<file path="config.mk">
export PLATFORM = sky130hd
export DESIGN_NAME = integer_to_radix_ascii_flat
export DESIGN_NICKNAME = d
export VERILOG_FILES = /design/src/sv/itoa_pkg.sv /design/src/sv/itoa_if.sv /design/src/sv/integer_to_radix_ascii.sv /design/src/sv/itoa_ram.sv /design/src/sv/itoa_divider.sv /design/src/flat_wrapper.sv
export SDC_FILE = /design/constraint.sdc
export NUM_CORES = 1
export LEC_CHECK = 0
export BUFFER_PORTS_ARGS = -buffer_cell sky130_fd_sc_hd__buf_2
export CAP_MARGIN = 20
export CORE_UTILIZATION = 45
export DETAILED_ROUTE_END_ITERATION = 10
export GPL_TIMING_DRIVEN = 1
export MAX_ROUTING_LAYER = met4
export PLACE_DENSITY_LB_ADDON = 0.05
export RECOVER_POWER = 100
export SLEW_MARGIN = 20
export SYNTH_ARGS = -nofsm -noshare
export SYNTH_HDL_FRONTEND = slang
export SYNTH_SLANG_ARGS = --single-unit
</file>
<file path="constraint.sdc">
create_clock -name clk -period 2.8 [get_ports clk]
set_input_delay 0.56 -clock clk [delete_from_list [all_inputs] [get_ports clk]]
set_output_delay 0.56 -clock clk [all_outputs]
set_load 0.005 [all_outputs]
</file>
<file path="src/sv/itoa_pkg.sv">
// Shared constants, types and helpers for the integer to radix ASCII block.
// No dependencies; compile first.
package itoa_pkg;

  localparam int VALUE_WIDTH_DEF = 64;  // default converted width
  localparam int VALUE_PORT_W    = 64;  // width of the value field
  localparam int RADIX_W         = 5;
  localparam int DIGIT_W         = 4;
  localparam int DIGIT_DEPTH     = 64;
  localparam int COUNT_W         = 7;
  localparam int CHAR_W          = 8;

  localparam logic [RADIX_W-1:0] MIN_RADIX = 5'd2;
  localparam logic [RADIX_W-1:0] DEC_RADIX = 5'd10;
  localparam logic [RADIX_W-1:0] HEX_RADIX = 5'd16;

  localparam logic [CHAR_W-1:0] CHAR_ZERO  = 8'h30;  // '0'
  localparam logic [CHAR_W-1:0] CHAR_ALPHA = 8'h57;  // 'a' - 10
  localparam logic [CHAR_W-1:0] CHAR_MINUS = 8'h2d;  // '-'

  // Divider control from the sequencer.
  typedef struct packed {
    logic                 start;  // begin one digit pass
    logic                 load;   // with start: take a new value and radix
    logic [RADIX_W-1:0]   radix;
  } div_ctl_t;

  // Divider status back to the sequencer.
  typedef struct packed {
    logic                 done;   // one-cycle pulse, digit and q_nz valid
    logic                 q_nz;   // quotient left after this pass is nonzero
    logic [DIGIT_W-1:0]   digit;
  } div_sts_t;

  function automatic logic [CHAR_W-1:0] digit_char(input logic [DIGIT_W-1:0] d);
    logic [CHAR_W-1:0] c;
    if (d < 4'd10) c = CHAR_ZERO + CHAR_W'(d);
    else           c = CHAR_ALPHA + CHAR_W'(d);
    return c;
  endfunction

endpackage

</file>
<file path="src/sv/itoa_if.sv">
// Valid/ready channel interfaces for the input numbers and output characters.
// Depends on itoa_pkg.
interface itoa_in_if;
  logic                                valid;
  logic                                ready;
  logic                                operation;
  logic [itoa_pkg::RADIX_W-1:0]        radix;
  logic [itoa_pkg::VALUE_PORT_W-1:0]   value;

  modport source (output valid, operation, radix, value, input ready);
  modport sink   (input valid, operation, radix, value, output ready);
endinterface

interface itoa_out_if;
  logic                                valid;
  logic                                ready;
  logic [itoa_pkg::CHAR_W-1:0]         character;
  logic                                last;

  modport source (output valid, character, last, input ready);
  modport sink   (input valid, character, last, output ready);
endinterface

</file>
<file path="src/sv/integer_to_radix_ascii.sv">
// Top level of the integer to radix ASCII converter: sequencer, digit RAM and
// character output register. Depends on itoa_pkg, itoa_if, itoa_ram, itoa_divider.
//
// Takes one number at a time on in_ch (value, radix 2..16, signed or unsigned
// operation) and returns its ASCII digits on out_ch, most significant first,
// lower-case letters, last set on the final character. Zero gives "0". A
// negative signed number gives a leading '-' in radix 10, exactly
// (VALUE_WIDTH+3)/4 two's-complement hex digits in radix 16, and the bare
// magnitude in other radices; the most negative value converts as its unsigned
// magnitude. Radix values above 16 act as 16, values below 2 act as 2. Only the
// low VALUE_WIDTH bits of value are used. Digits come out of a bit-serial
// divider, least significant first, one quotient bit per cycle; they are
// parked in a 64 x 4 RAM and read back in reverse. Each character then
// passes through the read, load and present steps and stays presented until
// the sink is ready; the '-' is presented directly. in_ch.ready is high only
// while no item is in flight.
module integer_to_radix_ascii #(
  parameter int VALUE_WIDTH = itoa_pkg::VALUE_WIDTH_DEF
) (
  input  logic       clk,
  input  logic       rst_n,
  itoa_in_if.sink    in_ch,
  itoa_out_if.source out_ch
);
  import itoa_pkg::*;

  localparam int ADDR_W = $clog2(DIGIT_DEPTH);
  localparam int FIXED_DIGITS = (VALUE_WIDTH + 3) / 4;

  typedef enum logic [2:0] {
    ST_IDLE,
    ST_DIVIDE,
    ST_EMIT_RD,
    ST_EMIT_LD,
    ST_EMIT_OUT
  } state_t;

  state_t              state_r, state_nxt;
  logic [COUNT_W-1:0]  count_r, count_nxt;
  logic [ADDR_W-1:0]   k_r, k_nxt;
  logic                fixed_r, fixed_nxt;
  logic                dash_r, dash_nxt;
  logic                out_valid_r, out_valid_nxt;
  logic [CHAR_W-1:0]   out_char_r, out_char_nxt;
  logic                out_last_r, out_last_nxt;

  // Input decode
  logic [VALUE_WIDTH-1:0] in_val;
  logic [VALUE_WIDTH-1:0] in_mag;
  logic [RADIX_W-1:0]     in_radix;
  logic                   in_neg;
  logic                   in_hex;
  logic                   in_acc;

  div_ctl_t            div_ctl;
  div_sts_t            div_sts;
  logic                ram_we;
  logic [DIGIT_W-1:0]  ram_rdata;
  logic [COUNT_W-1:0]  count_inc;
  logic                stop;

  assign in_acc = in_ch.valid && in_ch.ready;
  assign in_val = in_ch.value[VALUE_WIDTH-1:0];

  always_comb begin
    if (in_ch.radix > HEX_RADIX)      in_radix = HEX_RADIX;
    else if (in_ch.radix < MIN_RADIX) in_radix = MIN_RADIX;
    else                              in_radix = in_ch.radix;
    in_neg = in_ch.operation && in_val[VALUE_WIDTH-1];
    in_hex = (in_radix == HEX_RADIX);
    // Negative hex keeps the raw pattern; other negatives convert the magnitude.
    in_mag = (in_neg && !in_hex) ? (~in_val + 1'b1) : in_val;
  end

  itoa_divider #(.VALUE_WIDTH(VALUE_WIDTH)) u_div (
    .clk   (clk),
    .rst_n (rst_n),
    .ctl   (div_ctl),
    .value (in_mag),
    .sts   (div_sts)
  );

  // Digits land at the collected count, LSD first.
  assign ram_we = (state_r == ST_DIVIDE) && div_sts.done;

  itoa_ram #(.WIDTH(DIGIT_W), .DEPTH(DIGIT_DEPTH)) u_digits (
    .clk   (clk),
    .we    (ram_we),
    .waddr (count_r[ADDR_W-1:0]),
    .wdata (div_sts.digit),
    .raddr (k_r),
    .rdata (ram_rdata)
  );

  assign count_inc = count_r + 1'b1;
  // Fixed-width hex stops on digit count, otherwise when the quotient runs out.
  assign stop = fixed_r ? (count_inc == COUNT_W'(FIXED_DIGITS)) : !div_sts.q_nz;

  always_comb begin
    state_nxt     = state_r;
    count_nxt     = count_r;
    k_nxt         = k_r;
    fixed_nxt     = fixed_r;
    dash_nxt      = dash_r;
    out_valid_nxt = out_valid_r;
    out_char_nxt  = out_char_r;
    out_last_nxt  = out_last_r;
    div_ctl.start = 1'b0;
    div_ctl.load  = 1'b0;
    div_ctl.radix = in_radix;

    unique case (state_r)
      ST_IDLE: begin
        if (in_acc) begin
          div_ctl.start = 1'b1;
          div_ctl.load  = 1'b1;
          count_nxt     = '0;
          fixed_nxt     = in_neg && in_hex;
          dash_nxt      = in_neg && (in_radix == DEC_RADIX);
          state_nxt     = ST_DIVIDE;
        end
      end
      ST_DIVIDE: begin
        if (div_sts.done) begin
          count_nxt = count_inc;
          if (stop) begin
            k_nxt = count_r[ADDR_W-1:0];  // index of the most significant digit
            if (dash_r) begin
              out_valid_nxt = 1'b1;
              out_char_nxt  = CHAR_MINUS;
              out_last_nxt  = 1'b0;
              state_nxt     = ST_EMIT_OUT;
            end else begin
              state_nxt = ST_EMIT_RD;
            end
          end else begin
            div_ctl.start = 1'b1;  // next pass on the quotient
          end
        end
      end
      ST_EMIT_RD: begin
        state_nxt = ST_EMIT_LD;
      end
      ST_EMIT_LD: begin
        out_valid_nxt = 1'b1;
        out_char_nxt  = digit_char(ram_rdata);
        out_last_nxt  = (k_r == '0);
        k_nxt         = k_r - 1'b1;
        state_nxt     = ST_EMIT_OUT;
      end
      ST_EMIT_OUT: begin
        if (out_ch.ready) begin
          out_valid_nxt = 1'b0;
          state_nxt     = out_last_r ? ST_IDLE : ST_EMIT_RD;
        end
      end
      default: begin
        state_nxt = ST_IDLE;
      end
    endcase
  end

  always_ff @(posedge clk) begin
    if (!rst_n) begin
      state_r     <= ST_IDLE;
      count_r     <= '0;
      fixed_r     <= 1'b0;
      dash_r      <= 1'b0;
      out_valid_r <= 1'b0;
    end else begin
      state_r     <= state_nxt;
      count_r     <= count_nxt;
      fixed_r     <= fixed_nxt;
      dash_r      <= dash_nxt;
      out_valid_r <= out_valid_nxt;
    end
    k_r        <= k_nxt;
    out_char_r <= out_char_nxt;
    out_last_r <= out_last_nxt;
  end

  assign in_ch.ready      = (state_r == ST_IDLE);
  assign out_ch.valid     = out_valid_r;
  assign out_ch.character = out_char_r;
  assign out_ch.last      = out_last_r;

`ifndef SYNTHESIS
  a_busy_after_acc: assert property (@(posedge clk) disable iff (!rst_n)
    (in_ch.valid && in_ch.ready) |=> !in_ch.ready)
    else $error("input taken again before the string finished");
  a_ready_after_last: assert property (@(posedge clk) disable iff (!rst_n)
    (out_ch.valid && out_ch.ready && out_ch.last) |=> in_ch.ready)
    else $error("not idle after the last character");
  a_done_in_divide: assert property (@(posedge clk) disable iff (!rst_n)
    div_sts.done |-> (state_r == ST_DIVIDE))
    else $error("digit produced outside the divide phase");
  a_count_bound: assert property (@(posedge clk) disable iff (!rst_n)
    ram_we |-> (count_r < COUNT_W'(VALUE_WIDTH)))
    else $error("more digits than the value width allows");
`endif

endmodule

</file>
<file path="src/sv/itoa_ram.sv">
// Generic simple dual-port RAM: one write port, one read port, registered read.
// No dependencies.
module itoa_ram #(
  parameter int WIDTH = 4,
  parameter int DEPTH = 64
) (
  input  logic                     clk,
  input  logic                     we,
  input  logic [$clog2(DEPTH)-1:0] waddr,
  input  logic [WIDTH-1:0]         wdata,
  input  logic [$clog2(DEPTH)-1:0] raddr,
  output logic [WIDTH-1:0]         rdata
);

  logic [WIDTH-1:0] mem_r [DEPTH];
  logic [WIDTH-1:0] rdata_r;

  always_ff @(posedge clk) begin
    if (we) begin
      mem_r[waddr] <= wdata;
    end
    rdata_r <= mem_r[raddr];
  end

  assign rdata = rdata_r;

endmodule

</file>
<file path="src/sv/itoa_divider.sv">
// Bit-serial divider by a small radix: one quotient bit per cycle, the
// remainder of each pass is one digit. Depends on itoa_pkg.
module itoa_divider #(
  parameter int VALUE_WIDTH = itoa_pkg::VALUE_WIDTH_DEF
) (
  input  logic                         clk,
  input  logic                         rst_n,
  input  itoa_pkg::div_ctl_t           ctl,
  input  logic [VALUE_WIDTH-1:0]       value,
  output itoa_pkg::div_sts_t           sts
);
  import itoa_pkg::*;

  localparam int BIT_CNT_W = (VALUE_WIDTH > 1) ? $clog2(VALUE_WIDTH) : 1;

  logic [VALUE_WIDTH-1:0] q_r, q_nxt;
  logic [RADIX_W-1:0]     radix_r;
  logic [RADIX_W-1:0]     rem_r, rem_nxt;
  logic [BIT_CNT_W-1:0]   bit_cnt_r;
  logic                   busy_r, done_r, q_nz_r;
  logic [RADIX_W-1:0]     trial;
  logic                   q_bit;

  // Shift the next dividend bit into the partial remainder; subtract if it fits.
  always_comb begin
    trial   = {rem_r[DIGIT_W-1:0], q_r[VALUE_WIDTH-1]};
    q_bit   = (trial >= radix_r);
    rem_nxt = q_bit ? (trial - radix_r) : trial;
    q_nxt   = {q_r[VALUE_WIDTH-2:0], q_bit};
  end

  always_ff @(posedge clk) begin
    if (!rst_n) begin
      busy_r <= 1'b0;
      done_r <= 1'b0;
    end else begin
      done_r <= busy_r && (bit_cnt_r == '0);
      if (ctl.start && !busy_r) begin
        busy_r <= 1'b1;
      end else if (busy_r && (bit_cnt_r == '0)) begin
        busy_r <= 1'b0;
      end
    end
    if (ctl.start && !busy_r) begin
      bit_cnt_r <= BIT_CNT_W'(VALUE_WIDTH - 1);
      rem_r     <= '0;
      q_nz_r    <= 1'b0;
      if (ctl.load) begin
        q_r     <= value;
        radix_r <= ctl.radix;
      end
    end else if (busy_r) begin
      bit_cnt_r <= bit_cnt_r - 1'b1;
      rem_r     <= rem_nxt;
      q_r       <= q_nxt;
      q_nz_r    <= q_nz_r | q_bit;
    end
  end

  assign sts.done  = done_r;
  assign sts.q_nz  = q_nz_r;
  assign sts.digit = rem_r[DIGIT_W-1:0];

`ifndef SYNTHESIS
  a_start_idle: assert property (@(posedge clk) disable iff (!rst_n)
    ctl.start |-> !busy_r)
    else $error("divider started while busy");
  a_done_pulse: assert property (@(posedge clk) disable iff (!rst_n)
    done_r |=> !done_r)
    else $error("digit done held for more than one cycle");
  a_rem_range: assert property (@(posedge clk) disable iff (!rst_n)
    done_r |-> (rem_r < radix_r))
    else $error("digit not below radix");
`endif

endmodule
</file>
<file path="src/flat_wrapper.sv">
// flat-port wrapper written by rule: the top's interface ports become plain ports
module integer_to_radix_ascii_flat import itoa_pkg::*;
#(
  parameter int VALUE_WIDTH = itoa_pkg::VALUE_WIDTH_DEF
)
  (clk, rst_n, in_ch_valid, in_ch_operation, in_ch_radix, in_ch_value, in_ch_ready, out_ch_valid, out_ch_character, out_ch_last, out_ch_ready);
  itoa_in_if in_ch_i ();
  itoa_out_if out_ch_i ();
  input  logic clk;
  input  logic rst_n;
  input wire logic [$bits(in_ch_i.valid)-1:0] in_ch_valid;
  input wire logic [$bits(in_ch_i.operation)-1:0] in_ch_operation;
  input wire logic [$bits(in_ch_i.radix)-1:0] in_ch_radix;
  input wire logic [$bits(in_ch_i.value)-1:0] in_ch_value;
  output wire logic [$bits(in_ch_i.ready)-1:0] in_ch_ready;
  output wire logic [$bits(out_ch_i.valid)-1:0] out_ch_valid;
  output wire logic [$bits(out_ch_i.character)-1:0] out_ch_character;
  output wire logic [$bits(out_ch_i.last)-1:0] out_ch_last;
  input wire logic [$bits(out_ch_i.ready)-1:0] out_ch_ready;
  assign in_ch_i.valid = in_ch_valid;
  assign in_ch_i.operation = in_ch_operation;
  assign in_ch_i.radix = in_ch_radix;
  assign in_ch_i.value = in_ch_value;
  assign in_ch_ready = in_ch_i.ready;
  assign out_ch_valid = out_ch_i.valid;
  assign out_ch_character = out_ch_i.character;
  assign out_ch_last = out_ch_i.last;
  assign out_ch_i.ready = out_ch_ready;
  integer_to_radix_ascii #(.VALUE_WIDTH(VALUE_WIDTH)) u_core (.clk(clk), .rst_n(rst_n), .in_ch(in_ch_i), .out_ch(out_ch_i));
endmodule
</file>
Word level (Yosys, flattened, before mapping)
Memory sizes are Yosys's and may differ from the RTL's. A register that Yosys moved wholly into a read port is not among the register bits. Index checks and enable logic that the tools add are counted.

Flip-flop bits (word level): 110. RAM bits: 256. Input bits: 74. Output and inout port bits: 11. Logic and storage cells: 113. Memories kept: 1.

Add/subtract/negate cells: 7. Order comparisons: 4. Equality and inequality tests: 13. Muxes and demuxes: 44. Bitwise gates (word level): 2. Reduce and logical (&&, ||, !) cells: 27.

Memory list: u_core.u_digits.mem_r (depth 64, bits a word 4, rd ports 1, clocked after Yosys merged registers in 1, wr ports 1, RTL line itoa_ram.sv:15) `logic [WIDTH-1:0] mem_r [DEPTH];`.

Operators with widths (number): $mux 64 (4); $add 64x1->64 const B (1); $not 64->64 (1); $mux 8 (4); $pmux 8 s2 (1); $mux 1 (15); $mux 3 (5); $pmux 3 s5 (1); $mux 7 (2); $pmux 7 s2 (1); $logic_not 6->1 (2); $mux 6 (2); $pmux 6 s2 (1); $sub 6x1->6 const B (2); $mux 5 (2); $add 7x4->8 const A (1); $logic_and 1x1->1 (8); $reduce_and 4->1 (2); $reduce_bool 2->1 (4); $add 6x4->7 const A (1); $add 7x1->7 const B (1); $eq 7x5->1 const B (1); $eq 3x2->1 const B (2); $ne 2x1->1 const B (3); 21 further kinds (30).

Depth between registers and ports, before layout
Gate-level depths: netlist of run 1.

Word-level depth: 9. Mapped depth: 10. Mapped depth without buffers: 8.

Cells and area by module
From an unflattened synthesis of run 1, not the netlist that was laid out.

Cell total of the unflattened synthesis: 1288. Area total of the unflattened synthesis: 17100.2 sq um.

By module, submodules not included: itoa_ram (instances 1, cells an instance 521, area each 10407.5 sq um, seq. area each 7767.4 sq um); itoa_divider (instances 1, cells an instance 369, area each 3693.5 sq um, seq. area each 2332.2 sq um); integer_to_radix_ascii (instances 1, cells an instance 398, area each 2999.1 sq um, seq. area each 680.7 sq um).

Least setup slack after synthesis of run 1
OpenSTA, ideal clock, no wires.

Path kind: input to register. From: input in_ch_value[6]. To: register u_core.u_div.q_r[25] (data pin). Library setup time: 0.263 ns. Arrival: 2.590 ns. Required time: 2.537 ns. Path slack: -0.053 ns. Stages on the path: 7. Buffers on the path: 1. Cell sequence: or4_4 or4b_4 buf_6 or3_4 o41ai_4 xor2_1 o21ai_1.

Longest elaborated chain between the ends: 5.

RTL lines: start, declared (RTL line flat_wrapper.sv:14) `input wire logic [$bits(in_ch_i.value)-1:0] in_ch_value;`; $not 64->64 (RTL line integer_to_radix_ascii.sv:72) `in_mag = (in_neg && !in_hex) ? (~in_val + 1'b1) : in_val;`; $add 64x1->64 (RTL line integer_to_radix_ascii.sv:72); $mux 64 (RTL line integer_to_radix_ascii.sv:72); $mux 64 (RTL line itoa_divider.sv:48) `if (ctl.load) begin`; $mux 64 (RTL line itoa_divider.sv:44) `if (ctl.start && !busy_r) begin`; end signal, assigned (RTL line itoa_divider.sv:49) `q_r <= value;`; end signal, assigned (RTL line itoa_divider.sv:55) `q_r <= q_nxt;`; end, declared (RTL line itoa_divider.sv:16) `logic [VALUE_WIDTH-1:0] q_r, q_nxt;`.

No other way between the ends. The select of a mux whose other input is x is not followed. A chain may end at the register's enable or synchronous reset.

Worst setup path in the final report of run 1
Ends and elaborated chain as after synthesis.

==> results.sh, run 1 <==
export IMPL_synthesis_nets=1305
export IMPL_clkLatencyLatePin_ns=0.53
export IMPL_drt_vias_per_instance=5.54
export IMPL_synthTopCellsByCount="sky130_fd_sc_hd__edfxtp_1 (339), sky130_fd_sc_hd__nand2_1 (124), sky130_fd_sc_hd__nor2_1 (123)"
export IMPL_fin_crit_ns=2.67
export IMPL_synth_cell_type_count=66
export IMPL_drt_wl_total_mm=37.8
export IMPL_synthesis_area_um2=16600
export IMPL_cpMaxStageDelayCell="sky130_fd_sc_hd__or4b_1"
export IMPL_post_route_drc_count=0
export IMPL_detailedRoute_firstIterationViolations=651
export IMPL_timing_hold_violations_final=0
export IMPL_grt_overflow_total=0
export IMPL_synth_edff_count=339
export IMPL_wl_per_cell_um=20.4
export IMPL_final_cells=1855
export IMPL_cts_hold_fix_buffers=0
export IMPL_cp_slowest_stage_delay_ns=0.76
export IMPL_worst_ep_required_time_ns=3.07
export IMPL_dp_cells=1782
export IMPL_routabilityCongestion=0.867
export IMPL_worstPathArrival_ns=2.94
export IMPL_overall_track_demand_over_capacity_in_global_routing=0.210
export IMPL_critical_path_cell_chain="clkbuf_1 -> or4_4 -> or4b_1 -> or3_4 -> o41ai_4 -> xor2_1 -> o21ai_1"
export IMPL_cts_sink_count=369
export IMPL_firstDrtPassIters=5
export IMPL_syn_inst=1219
export IMPL_drive_above_1_share=0.204
export IMPL_synth_yosys_seq_area_share=0.650
export IMPL_clockRootBuffer="sky130_fd_sc_hd__clkbuf_16"
export IMPL_worst_setup_hold_path_clk_slew_ns=0.06
export IMPL_synth_avg_cell_area_um2=13.6
export IMPL_async_reset_ff_frac=0
export IMPL_path_class="in2reg"
export IMPL_dr_total_vias=10300
export IMPL_leakage_power_nw=6.54
export IMPL_startpoint_type="primary input"
export IMPL_maxCapViolCount=0
export IMPL_critical_path_peak_fanout=8
export IMPL_cts_buffer_depth=3
export IMPL_grt_first_pass_wirelength_mm=59.4
export IMPL_post_route_util=0.538
export IMPL_grt_setup_unrepaired="no"
export IMPL_cts_setup_buffers=0
export IMPL_core_um2=35900
export IMPL_worstSetupEndpointType="register"
export IMPL_chipHeight_um=194
export IMPL_antenna_found_initial=0
export IMPL_tightest_slew_ns=1.36
export IMPL_max_freq_ghz=0.374
export IMPL_report_final_slew_viol_count=0
export IMPL_yosys_cell_count_top_type="sky130_fd_sc_hd__edfxtp_1"
export IMPL_area_growth_pct=16.4
export IMPL_max_vdd_ir_drop_uv=474
export IMPL_setup_viol=0
export IMPL_fin_nets=1449
export IMPL_final_antenna_net_count=0
export IMPL_status="finished clean"
export IMPL_yosys_warnings=0
export IMPL_fillers=3109
export IMPL_synth_area_leader_cell="sky130_fd_sc_hd__edfxtp_1"
export IMPL_ys_dominant_reg_cell="sky130_fd_sc_hd__edfxtp_1"
export IMPL_floorplan_rows=69
export IMPL_hpwlAfterDp_mm=25.9
export IMPL_die_x_um=194
export IMPL_tritoncts_clock_tree="yes"
export IMPL_cts_max_level=2
export IMPL_cts_resized_gates=0
export IMPL_numCtsBuffers=40
export IMPL_vias_in_the_first_global_route=10200
export IMPL_numPortBuffers=83
export IMPL_finalCritPeriodShare=0.954
export IMPL_synth_top_cell_area_share=0.613
export IMPL_delay_heaviest_family_cp="simple AND/OR/NAND/NOR gates"
export IMPL_ys_seq_elements=369
export IMPL_critPathBufInv=1
export IMPL_hold_path_class="in2reg"
export IMPL_pwr_density_cell_nw_per_um2=689
export IMPL_fp_dieArea_um2=37700
export IMPL_fin_worst_skew_ns=0.0214
export IMPL_design_portCount=85
export IMPL_initial_core_util=0.462
export IMPL_max_slew_margin=0.0910
export IMPL_num_antenna_cells=0
export IMPL_yosys_top_cells_area="sky130_fd_sc_hd__edfxtp_1 (61%), sky130_fd_sc_hd__mux4_2 (8.7%), sky130_fd_sc_hd__dfxtp_1 (3.6%)"
export IMPL_grt_start_max_net_pins=68
-- sequential cells by signal, summed over array words and instances (netlist names) --
name                     count
u_core.count_r               7
u_core.dash_r                1
u_core.fixed_r               1
u_core.k_r                   6
u_core.out_ch.character      7
u_core.out_ch.last           1
u_core.out_ch.valid          1
u_core.state_r               3
u_core.u_digits.mem_r      256
u_core.u_digits.rdata        4
u_core.u_div.bit_cnt_r       6
u_core.u_div.busy_r          1
u_core.u_div.done_r          1
u_core.u_div.q_nz_r          1
u_core.u_div.q_r            64
u_core.u_div.radix_r         5
u_core.u_div.rem_r           4
-- worst paths after layout --
| kind | start | cells past startpoint | to | slack, ns |
|---|---|---|---|---|
| worst max-delay path | in_ch_value[6] | 7 | u_core.u_div.q_r[25] | 0.13 |
| worst min-delay path | rst_n | 2 | u_core.state_r[2] | 0.29 |
| worst max register to register | u_core.count_r[0] | 8 | u_core.u_div.q_r[49] | 0.23 |
| worst min register to register | u_core.out_ch.valid | 1 | u_core.out_ch.valid | 0.47 |
-- logic make-up (layout without fill, tap and decap cells) --
kind of cell,count (synthesis),after routing,synth area share
AO/OA/AOI/OAI,219,219,0.0801
multiplexers,71,71,0.0911
buffers and inverters,92,267,0.0228
AND/OR/NAND/NOR,382,382,0.108
flip-flops,369,369,0.650
adder cells (fa/ha/maj),12,12,0.00950
other,2,2,0.000452
XOR/XNOR,72,72,0.0380
-- where the power goes --
part           internal, mW  total [mW]  switching [mW]
combinational         0.391        1.28           0.893
sequential             6.67        6.75          0.0861
clock                  3.14        5.26            2.12
total                  10.2        13.3            3.10
-- cells in the final DEF, fill, tap and decap left out, types with 5 or more instances in the layout --
master	instances
sky130_fd_sc_hd__a21oi_1	42
sky130_fd_sc_hd__a22oi_1	16
sky130_fd_sc_hd__a31oi_1	23
sky130_fd_sc_hd__buf_12	10
sky130_fd_sc_hd__buf_2	77
sky130_fd_sc_hd__buf_4	45
sky130_fd_sc_hd__bufinv_16	5
sky130_fd_sc_hd__clkbuf_1	33
sky130_fd_sc_hd__clkbuf_16	41
sky130_fd_sc_hd__clkbuf_2	8
sky130_fd_sc_hd__clkinv_1	8
sky130_fd_sc_hd__clkinv_2	9
sky130_fd_sc_hd__dfxtp_1	29
sky130_fd_sc_hd__edfxtp_1	339
sky130_fd_sc_hd__ha_1	11
sky130_fd_sc_hd__inv_1	22
sky130_fd_sc_hd__mux2i_1	7
sky130_fd_sc_hd__mux4_2	64
sky130_fd_sc_hd__nand2_1	124
sky130_fd_sc_hd__nand2b_1	8
sky130_fd_sc_hd__nand3_1	13
sky130_fd_sc_hd__nand4_1	9
sky130_fd_sc_hd__nor2_1	121
sky130_fd_sc_hd__nor2b_1	15
sky130_fd_sc_hd__nor3_1	31
sky130_fd_sc_hd__nor4_1	14
sky130_fd_sc_hd__o211ai_1	6
sky130_fd_sc_hd__o21ai_0	89
sky130_fd_sc_hd__o22ai_1	5
sky130_fd_sc_hd__o31ai_1	6
sky130_fd_sc_hd__or3_1	10
sky130_fd_sc_hd__xnor2_1	46
sky130_fd_sc_hd__xor2_1	26
-- routing by layer --
metal | wire length [um] | GRT usage | vias to the layer above
met4 | 813 | 0.0564 | 0
met2 | 18500 | 0.343 | 231
met1 | 16800 | 0.278 | 5062
met3 | 1630 | 0.0259 | 53
met5 | 0 | - | -
li1 | - | - | 4925
-- metrics by stage --
stage               power, mW  setup slack, ns  setup TNS, ns  instance area (um2)  hold slack, ns
floorplan                7.60          -0.0159        -0.0159                16600           0.445
global placement         8.16           -0.180          -3.60                18100           0.444
detailed placement       8.19           -0.239          -4.50                18100           0.454
CTS                      13.5            0.179              0                19500           0.262
global route             13.8           0.0431              0                19300           0.287
finish                   13.3            0.128              0                19300           0.290
-- cell type report --
class / count / area, um2 / area share
inverters: 22 / 82.6 / 0.00428
repair buffers: 172 / 1090 / 0.0567
flip-flops and latches: 369 / 10800 / 0.558
clock buffers: 45 / 1040 / 0.0539
well taps: 461 / 577 / 0.0299
clock inverters: 28 / 272 / 0.0141
multi-input cells: 758 / 5460 / 0.283
(Power assumes the default switching activity.)
==> inputs of run 2 (changes only) <==
Settings changed: ABC_AREA from default to 1, PLACE_DENSITY_LB_ADDON 0.05 to 0.08.
==> results.sh, run 2 <==
export IMPL_worstPathArrival_ns=2.79
export IMPL_dr_total_vias=14200
export IMPL_largest_regs="u_core.u_digits.mem_r: 256 flops, u_core.u_div.q_r: 64 flops"
export IMPL_cts_max_level=2
export IMPL_dp_cells=2577
export IMPL_cts_setup_buffers=0
export IMPL_post_synth_mux_area_share=0.00110
export IMPL_cts_sink_count=369
export IMPL_drt_wl_total_mm=48.6
export IMPL_numCtsBuffers=41
export IMPL_finalCritPeriodShare=0.897
export IMPL_ys_dominant_reg_cell="sky130_fd_sc_hd__edfxtp_1"
export IMPL_placedInstanceArea_um2=19500
export IMPL_floorplan_rows=73
export IMPL_fillers=3768
export IMPL_pwr_density_cell_nw_per_um2=687
export IMPL_initial_core_util=0.456
export IMPL_critical_path_peak_fanout=29
export IMPL_cts_buffer_depth=3
export IMPL_status="finished with violations"
export IMPL_final_cell_mix="sky130_fd_sc_hd__nand2_1 (495), sky130_fd_sc_hd__nor2_1 (406), sky130_fd_sc_hd__edfxtp_1 (339), sky130_fd_sc_hd__o21ai_0 (189), sky130_fd_sc_hd__nand3_1 (126)"
export IMPL_firstDrtPassIters=5
export IMPL_routabilityCongestion=0.930
export IMPL_tns_ns=0
export IMPL_failed_checks="max-capacitance violations, max-slew violations"
export IMPL_max_slew_margin=-0.0564
export IMPL_drive_above_1_share=0.0889
export IMPL_grt_start_max_net_pins=131
export IMPL_grt_overflow_total=0
export IMPL_setup_viol=0
export IMPL_worst_ep_required_time_ns=3.08
export IMPL_yosys_area_share_simple=0.238
export IMPL_ys_seq_elements=369
export IMPL_fin_worst_skew_ns=0.0139
export IMPL_async_reset_ff_frac=0
export IMPL_path_class="reg2reg"
export IMPL_hpwlAfterDp_mm=33.1
export IMPL_detailedRoute_firstIterationViolations=1131
export IMPL_synthTopCellsByCount="sky130_fd_sc_hd__nand2_1 (494), sky130_fd_sc_hd__nor2_1 (402), sky130_fd_sc_hd__edfxtp_1 (339)"
export IMPL_clockRootBuffer="sky130_fd_sc_hd__clkbuf_16"
export IMPL_final_cell_area_um2=20500
export IMPL_syn_inst=1976
export IMPL_antenna_found_initial=0
export IMPL_grt_setup_unrepaired="no"
export IMPL_numPortBuffers=83
export IMPL_final_cells=2650
export IMPL_wl_per_cell_um=18.3
export IMPL_synth_avg_cell_area_um2=9.17
export IMPL_max_vdd_ir_drop_uv=444
export IMPL_cpMaxStageDelayCell="sky130_fd_sc_hd__nor2_1"
export IMPL_report_final_slew_viol_count=262
export IMPL_cts_resized_gates=0
export IMPL_yosys_top_cells_area="sky130_fd_sc_hd__edfxtp_1 (56%), sky130_fd_sc_hd__nand2_1 (10%), sky130_fd_sc_hd__nor2_1 (8.3%)"
export IMPL_clkLatencyLatePin_ns=0.55
export IMPL_overall_track_demand_over_capacity_in_global_routing=0.247
export IMPL_most_common_cell_after_layout_fill_and_taps_aside="sky130_fd_sc_hd__nand2_1"
export IMPL_yosys_area_share_adder=0.00870
export IMPL_max_freq_ghz=0.398
export IMPL_multi_input_comb_area_um2=6400
export IMPL_num_antenna_cells=0
export IMPL_yosys_warnings=0
export IMPL_yosys_cell_count_top_type="sky130_fd_sc_hd__nand2_1"
export IMPL_synth_area_leader_cell="sky130_fd_sc_hd__edfxtp_1"
export IMPL_tightest_slew_ns=1.58
export IMPL_synth_top_cell_area_share=0.562
export IMPL_synth_compound_area_frac=0.0908
export IMPL_design_portCount=85
export IMPL_die_x_um=203
export IMPL_grt_first_pass_wirelength_mm=75.9
export IMPL_cp_slowest_stage_delay_ns=0.55
export IMPL_core_um2=39700
export IMPL_synthesis_area_um2=18100
export IMPL_cts_hold_fix_buffers=0
export IMPL_area_growth_pct=13.1
export IMPL_chipHeight_um=203
export IMPL_largest_register_ff_count=256
export IMPL_tritoncts_clock_tree="yes"
export IMPL_path_common_cell="sky130_fd_sc_hd__nor2_1"
export IMPL_vias_in_the_first_global_route=13800
export IMPL_layout_area_seq_um2=10800
export IMPL_synth_edff_count=339
export IMPL_hold_path_class="in2reg"
export IMPL_max_flop_register="u_core.u_digits.mem_r"
export IMPL_timing_hold_violations_final=0
export IMPL_critical_path_cell_chain="nor2_1 -> nand2_2 -> nor2_1 -> buf_4 -> nor2_1 -> nor3_4 -> nand2_4 -> buf_12 -> o21ai_0"
export IMPL_fraction_of_synthesized_cell_area_in_xor_and_xnor_cells=0.0184
export IMPL_fin_nets=2181
export IMPL_worst_setup_hold_path_clk_slew_ns=0.06
export IMPL_worstSetupEndpointType="register"
export IMPL_maxCapViolCount=3
export IMPL_post_route_drc_count=0
export IMPL_final_antenna_net_count=0
export IMPL_worst_r2r_setup_slack_ns=0.29
export IMPL_drt_vias_per_instance=5.38
export IMPL_fp_dieArea_um2=41100
export IMPL_fin_crit_ns=2.51
export IMPL_synth_yosys_seq_area_share=0.595
export IMPL_leakage_power_nw=7.73
export IMPL_synthesis_nets=2062
export IMPL_synth_cell_type_count=46
export IMPL_synth_top_family_by_area="simple AND/OR/NAND/NOR gates"
export IMPL_startpoint_type="register"
==> run 2: cell types whose count changed after synthesis, moves of 19 or more <==
cell / previous run / this run
sky130_fd_sc_hd__o211ai_1: 6 / 33
sky130_fd_sc_hd__o21ai_1: 3 / 23
sky130_fd_sc_hd__nand3_1: 13 / 126
sky130_fd_sc_hd__nor2_1: 123 / 402
sky130_fd_sc_hd__xnor2_1: 46 / 12
sky130_fd_sc_hd__a31oi_1: 23 / 2
sky130_fd_sc_hd__o21ai_0: 89 / 153
sky130_fd_sc_hd__a21oi_1: 42 / 23
sky130_fd_sc_hd__inv_1: 22 / 115
sky130_fd_sc_hd__mux4_2: 64 / 0
sky130_fd_sc_hd__nor3_1: 31 / 6
sky130_fd_sc_hd__nand2_1: 124 / 494
==> run 2: critical path: cells and delay by family, from the launching register on <==
| kind | cells | cell delay (ns) |
|---|---|---|
| simple gates | 6 | 1.24 |
| compound gates | 1 | 0.12 |
| buf+inv | 2 | 0.39 |
| flops | 1 | 0.47 |
==> run 2: final timing paths <==
check | from | to | cells after the start
setup / recovery | u_core.state_r[2] | u_core.u_div.q_r[21] | 9
hold reg to reg | u_core.dash_r | u_core.dash_r | 2
hold / removal | rst_n | u_core.out_ch.valid | 3
setup reg to reg | u_core.state_r[2] | u_core.u_div.q_r[21] | 9
==> run 2: cell type report <==
type | count | share of cell area
well taps | 525 | 0.0320
clock inverters | 20 | 0.00977
inverters | 118 | 0.0217
multi-input cells | 1407 | 0.312
clock buffers | 53 | 0.0533
repair buffers | 158 | 0.0449
flip-flops and latches | 369 | 0.526
==> run 2: cells by family after synthesis <==
logic type | Yosys count
multiplexers | 2
AO/OA/AOI/OAI | 285
flip-flops | 369
AND/OR/NAND/NOR | 1068
buffers and inverters | 200
adder cells (fa/ha/maj) | 12
other | 2
XOR/XNOR | 38
==> run 2: power breakdown <==
| group | switching, mW | leakage, nW | internal, mW |
|---|---|---|---|
| clock network | 2.14 | 0.623 | 3.11 |
| registers | 0.133 | 3.39 | 6.82 |
| logic | 1.34 | 3.71 | 0.541 |
==> run 2: per-stage QoR <==
step	utilization	setup slack (ns)	hold slack, ns	total power, mW
6_report	0.516	0.288	0.259	14.1
5_1_grt	0.516	0.0688	0.240	14.7
4_1_cts	0.523	0.308	0.227	14.3
3_5_place_dp	0.490	0.213	0.466	9.07
3_3_place_gp	0.490	0.229	0.455	9.04
2_1_floorplan	-	0.131	0.443	8.31
==> run 2: layer usage <==
layer,GRT usage,vias up,wire length (um)
met5,-,-,0
met4,0.0811,0,1420
met3,0.0353,90,2610
met2,0.396,434,22900
met1,0.322,6808,21600
li1,-,6915,-
==> inputs of run 3 (changes only) <==
Settings changed: CORE_MARGIN from default to 2.
==> results.sh, run 3 (synthesis results as in run 2) <==
export IMPL_area_growth_pct=13.0
export IMPL_chipHeight_um=205
export IMPL_fp_dieArea_um2=41900
export IMPL_core_um2=39700
export IMPL_drive_above_1_share=0.0904
export IMPL_post_route_drc_count=0
export IMPL_drt_wl_total_mm=49.1
export IMPL_maxCapViolCount=4
export IMPL_dr_wl_met3_mm=2.38
export IMPL_failed_checks="max-capacitance violations, max-slew violations"
export IMPL_hpwlAfterDp_mm=33.4
export IMPL_fin_worst_skew_ns=0.0191
export IMPL_detailedRoute_firstIterationViolations=922
export IMPL_worstPathArrival_ns=2.83
export IMPL_max_vdd_ir_drop_uv=650
export IMPL_die_x_um=205
export IMPL_drt_vias_per_instance=5.30
export IMPL_multi_input_comb_area_um2=6410
export IMPL_fillers=3760
export IMPL_leakage_power_nw=7.72
export IMPL_most_common_cell_after_layout_fill_and_taps_aside="sky130_fd_sc_hd__nand2_1"
export IMPL_grt_setup_unrepaired="no"
export IMPL_final_cell_mix="sky130_fd_sc_hd__nand2_1 (496), sky130_fd_sc_hd__nor2_1 (404), sky130_fd_sc_hd__edfxtp_1 (339), sky130_fd_sc_hd__o21ai_0 (190), sky130_fd_sc_hd__nand3_1 (126)"
export IMPL_final_antenna_net_count=0
export IMPL_initial_core_util=0.456
export IMPL_setup_viol=0
export IMPL_overall_track_demand_over_capacity_in_global_routing=0.246
export IMPL_cts_sink_count=369
export IMPL_largest_register_ff_count=256
export IMPL_design_portCount=85
export IMPL_cts_resized_gates=0
export IMPL_status="finished with violations"
export IMPL_pwr_density_cell_nw_per_um2=692
export IMPL_power_mw=14.2
export IMPL_critical_path_peak_fanout=28
export IMPL_report_final_slew_viol_count=266
export IMPL_startpoint_type="register"
export IMPL_vias_in_the_first_global_route=13800
export IMPL_clkLatencyLatePin_ns=0.56
export IMPL_highest_layer="met4"
export IMPL_finalCritPeriodShare=0.902
export IMPL_wl_per_cell_um=18.5
export IMPL_tns_ns=0
export IMPL_grt_start_max_net_pins=73
export IMPL_grt_overflow_total=0
export IMPL_hold_path_class="in2reg"
export IMPL_cts_hold_fix_buffers=0
export IMPL_largest_regs="u_core.u_digits.mem_r: 256 flops, u_core.u_div.q_r: 64 flops"
export IMPL_max_freq_ghz=0.396
export IMPL_fin_crit_ns=2.53
export IMPL_fin_nets=2177
export IMPL_numPortBuffers=83
export IMPL_tritoncts_clock_tree="yes"
export IMPL_routabilityCongestion=0.939
export IMPL_cts_buffer_depth=3
export IMPL_layout_area_seq_um2=10800
export IMPL_max_slew_margin=-0.0892
export IMPL_firstDrtPassIters=5
export IMPL_tightest_slew_ns=1.63
export IMPL_max_flop_register="u_core.u_digits.mem_r"
export IMPL_worstSetupEndpointType="register"
export IMPL_clockRootBuffer="sky130_fd_sc_hd__clkbuf_16"
export IMPL_numCtsBuffers=41
export IMPL_timing_hold_violations_final=0
export IMPL_antenna_found_initial=0
export IMPL_dr_total_vias=14000
export IMPL_floorplan_rows=73
export IMPL_detailroute_wirelength_met2_mm=23.4
export IMPL_worst_setup_hold_path_clk_slew_ns=0.06
export IMPL_path_class="reg2reg"
export IMPL_worst_ep_required_time_ns=3.10
export IMPL_cts_max_level=2
export IMPL_drt_met1_wl_mm=22.0
export IMPL_cts_setup_buffers=0
export IMPL_grt_first_pass_wirelength_mm=76.4
## run 3: metal layers
layer / up-vias / track usage
met5: - / -
met4: 0 / 0.0763
met3: 86 / 0.0347
met2: 360 / 0.405
met1: 6667 / 0.317
li1: 6924 / -
## run 3: power by group
part           switching (mW)  internal [mW]  leakage [nW]  total (mW)
clock network            2.24           3.12         0.655        5.36
registers               0.144           6.82          3.39        6.97
logic                    1.33          0.524          3.67        1.86
total                    3.71           10.5          7.72        14.2
## run 3: layout make-up
type	count	share of cell area
antenna	1	0.000122
sequential	369	0.526
tap	525	0.0321
multi-input combinational	1407	0.313
inverter	118	0.0217
clock inverter	28	0.0117
clock buffer	48	0.0539
timing repair buffer	154	0.0418
## run 3: path summary, 6_finish.rpt
path / depth (start not counted) / slack, ns / startpoint / end
max: 10 / 0.27 / u_core.state_r[2] / u_core.u_div.q_r[41]
min: 3 / 0.26 / rst_n / u_core.out_ch.valid
max reg2reg: 10 / 0.27 / u_core.state_r[2] / u_core.u_div.q_r[41]
min reg2reg: 2 / 0.48 / u_core.u_div.q_nz_r / u_core.u_div.q_nz_r
## run 3: metrics by stage
stage	utilization	instances	hold slack, ns	instance area, um2	worst slack (ns)
floorplan	-	1976	0.443	18100	0.131
global placement	0.489	2573	0.457	19400	0.246
detailed placement	0.489	2573	0.469	19400	0.228
CTS	0.523	2649	0.237	20800	0.359
global route	0.516	2649	0.252	20500	0.0546
finish	0.516	2650	0.262	20500	0.274
## run 3: critical path, cell delays in order (launching register included)
cell	delay, ns
sky130_fd_sc_hd__dfxtp_1	0.48
sky130_fd_sc_hd__nor2_2	0.09
sky130_fd_sc_hd__nand2_1	0.19
sky130_fd_sc_hd__nor2_4	0.05
sky130_fd_sc_hd__buf_4	0.18
sky130_fd_sc_hd__nor2_1	0.53
sky130_fd_sc_hd__nor3_4	0.08
sky130_fd_sc_hd__a21boi_0	0.15
sky130_fd_sc_hd__buf_4	0.27
sky130_fd_sc_hd__nand3_1	0.18
sky130_fd_sc_hd__nand2_1	0.07
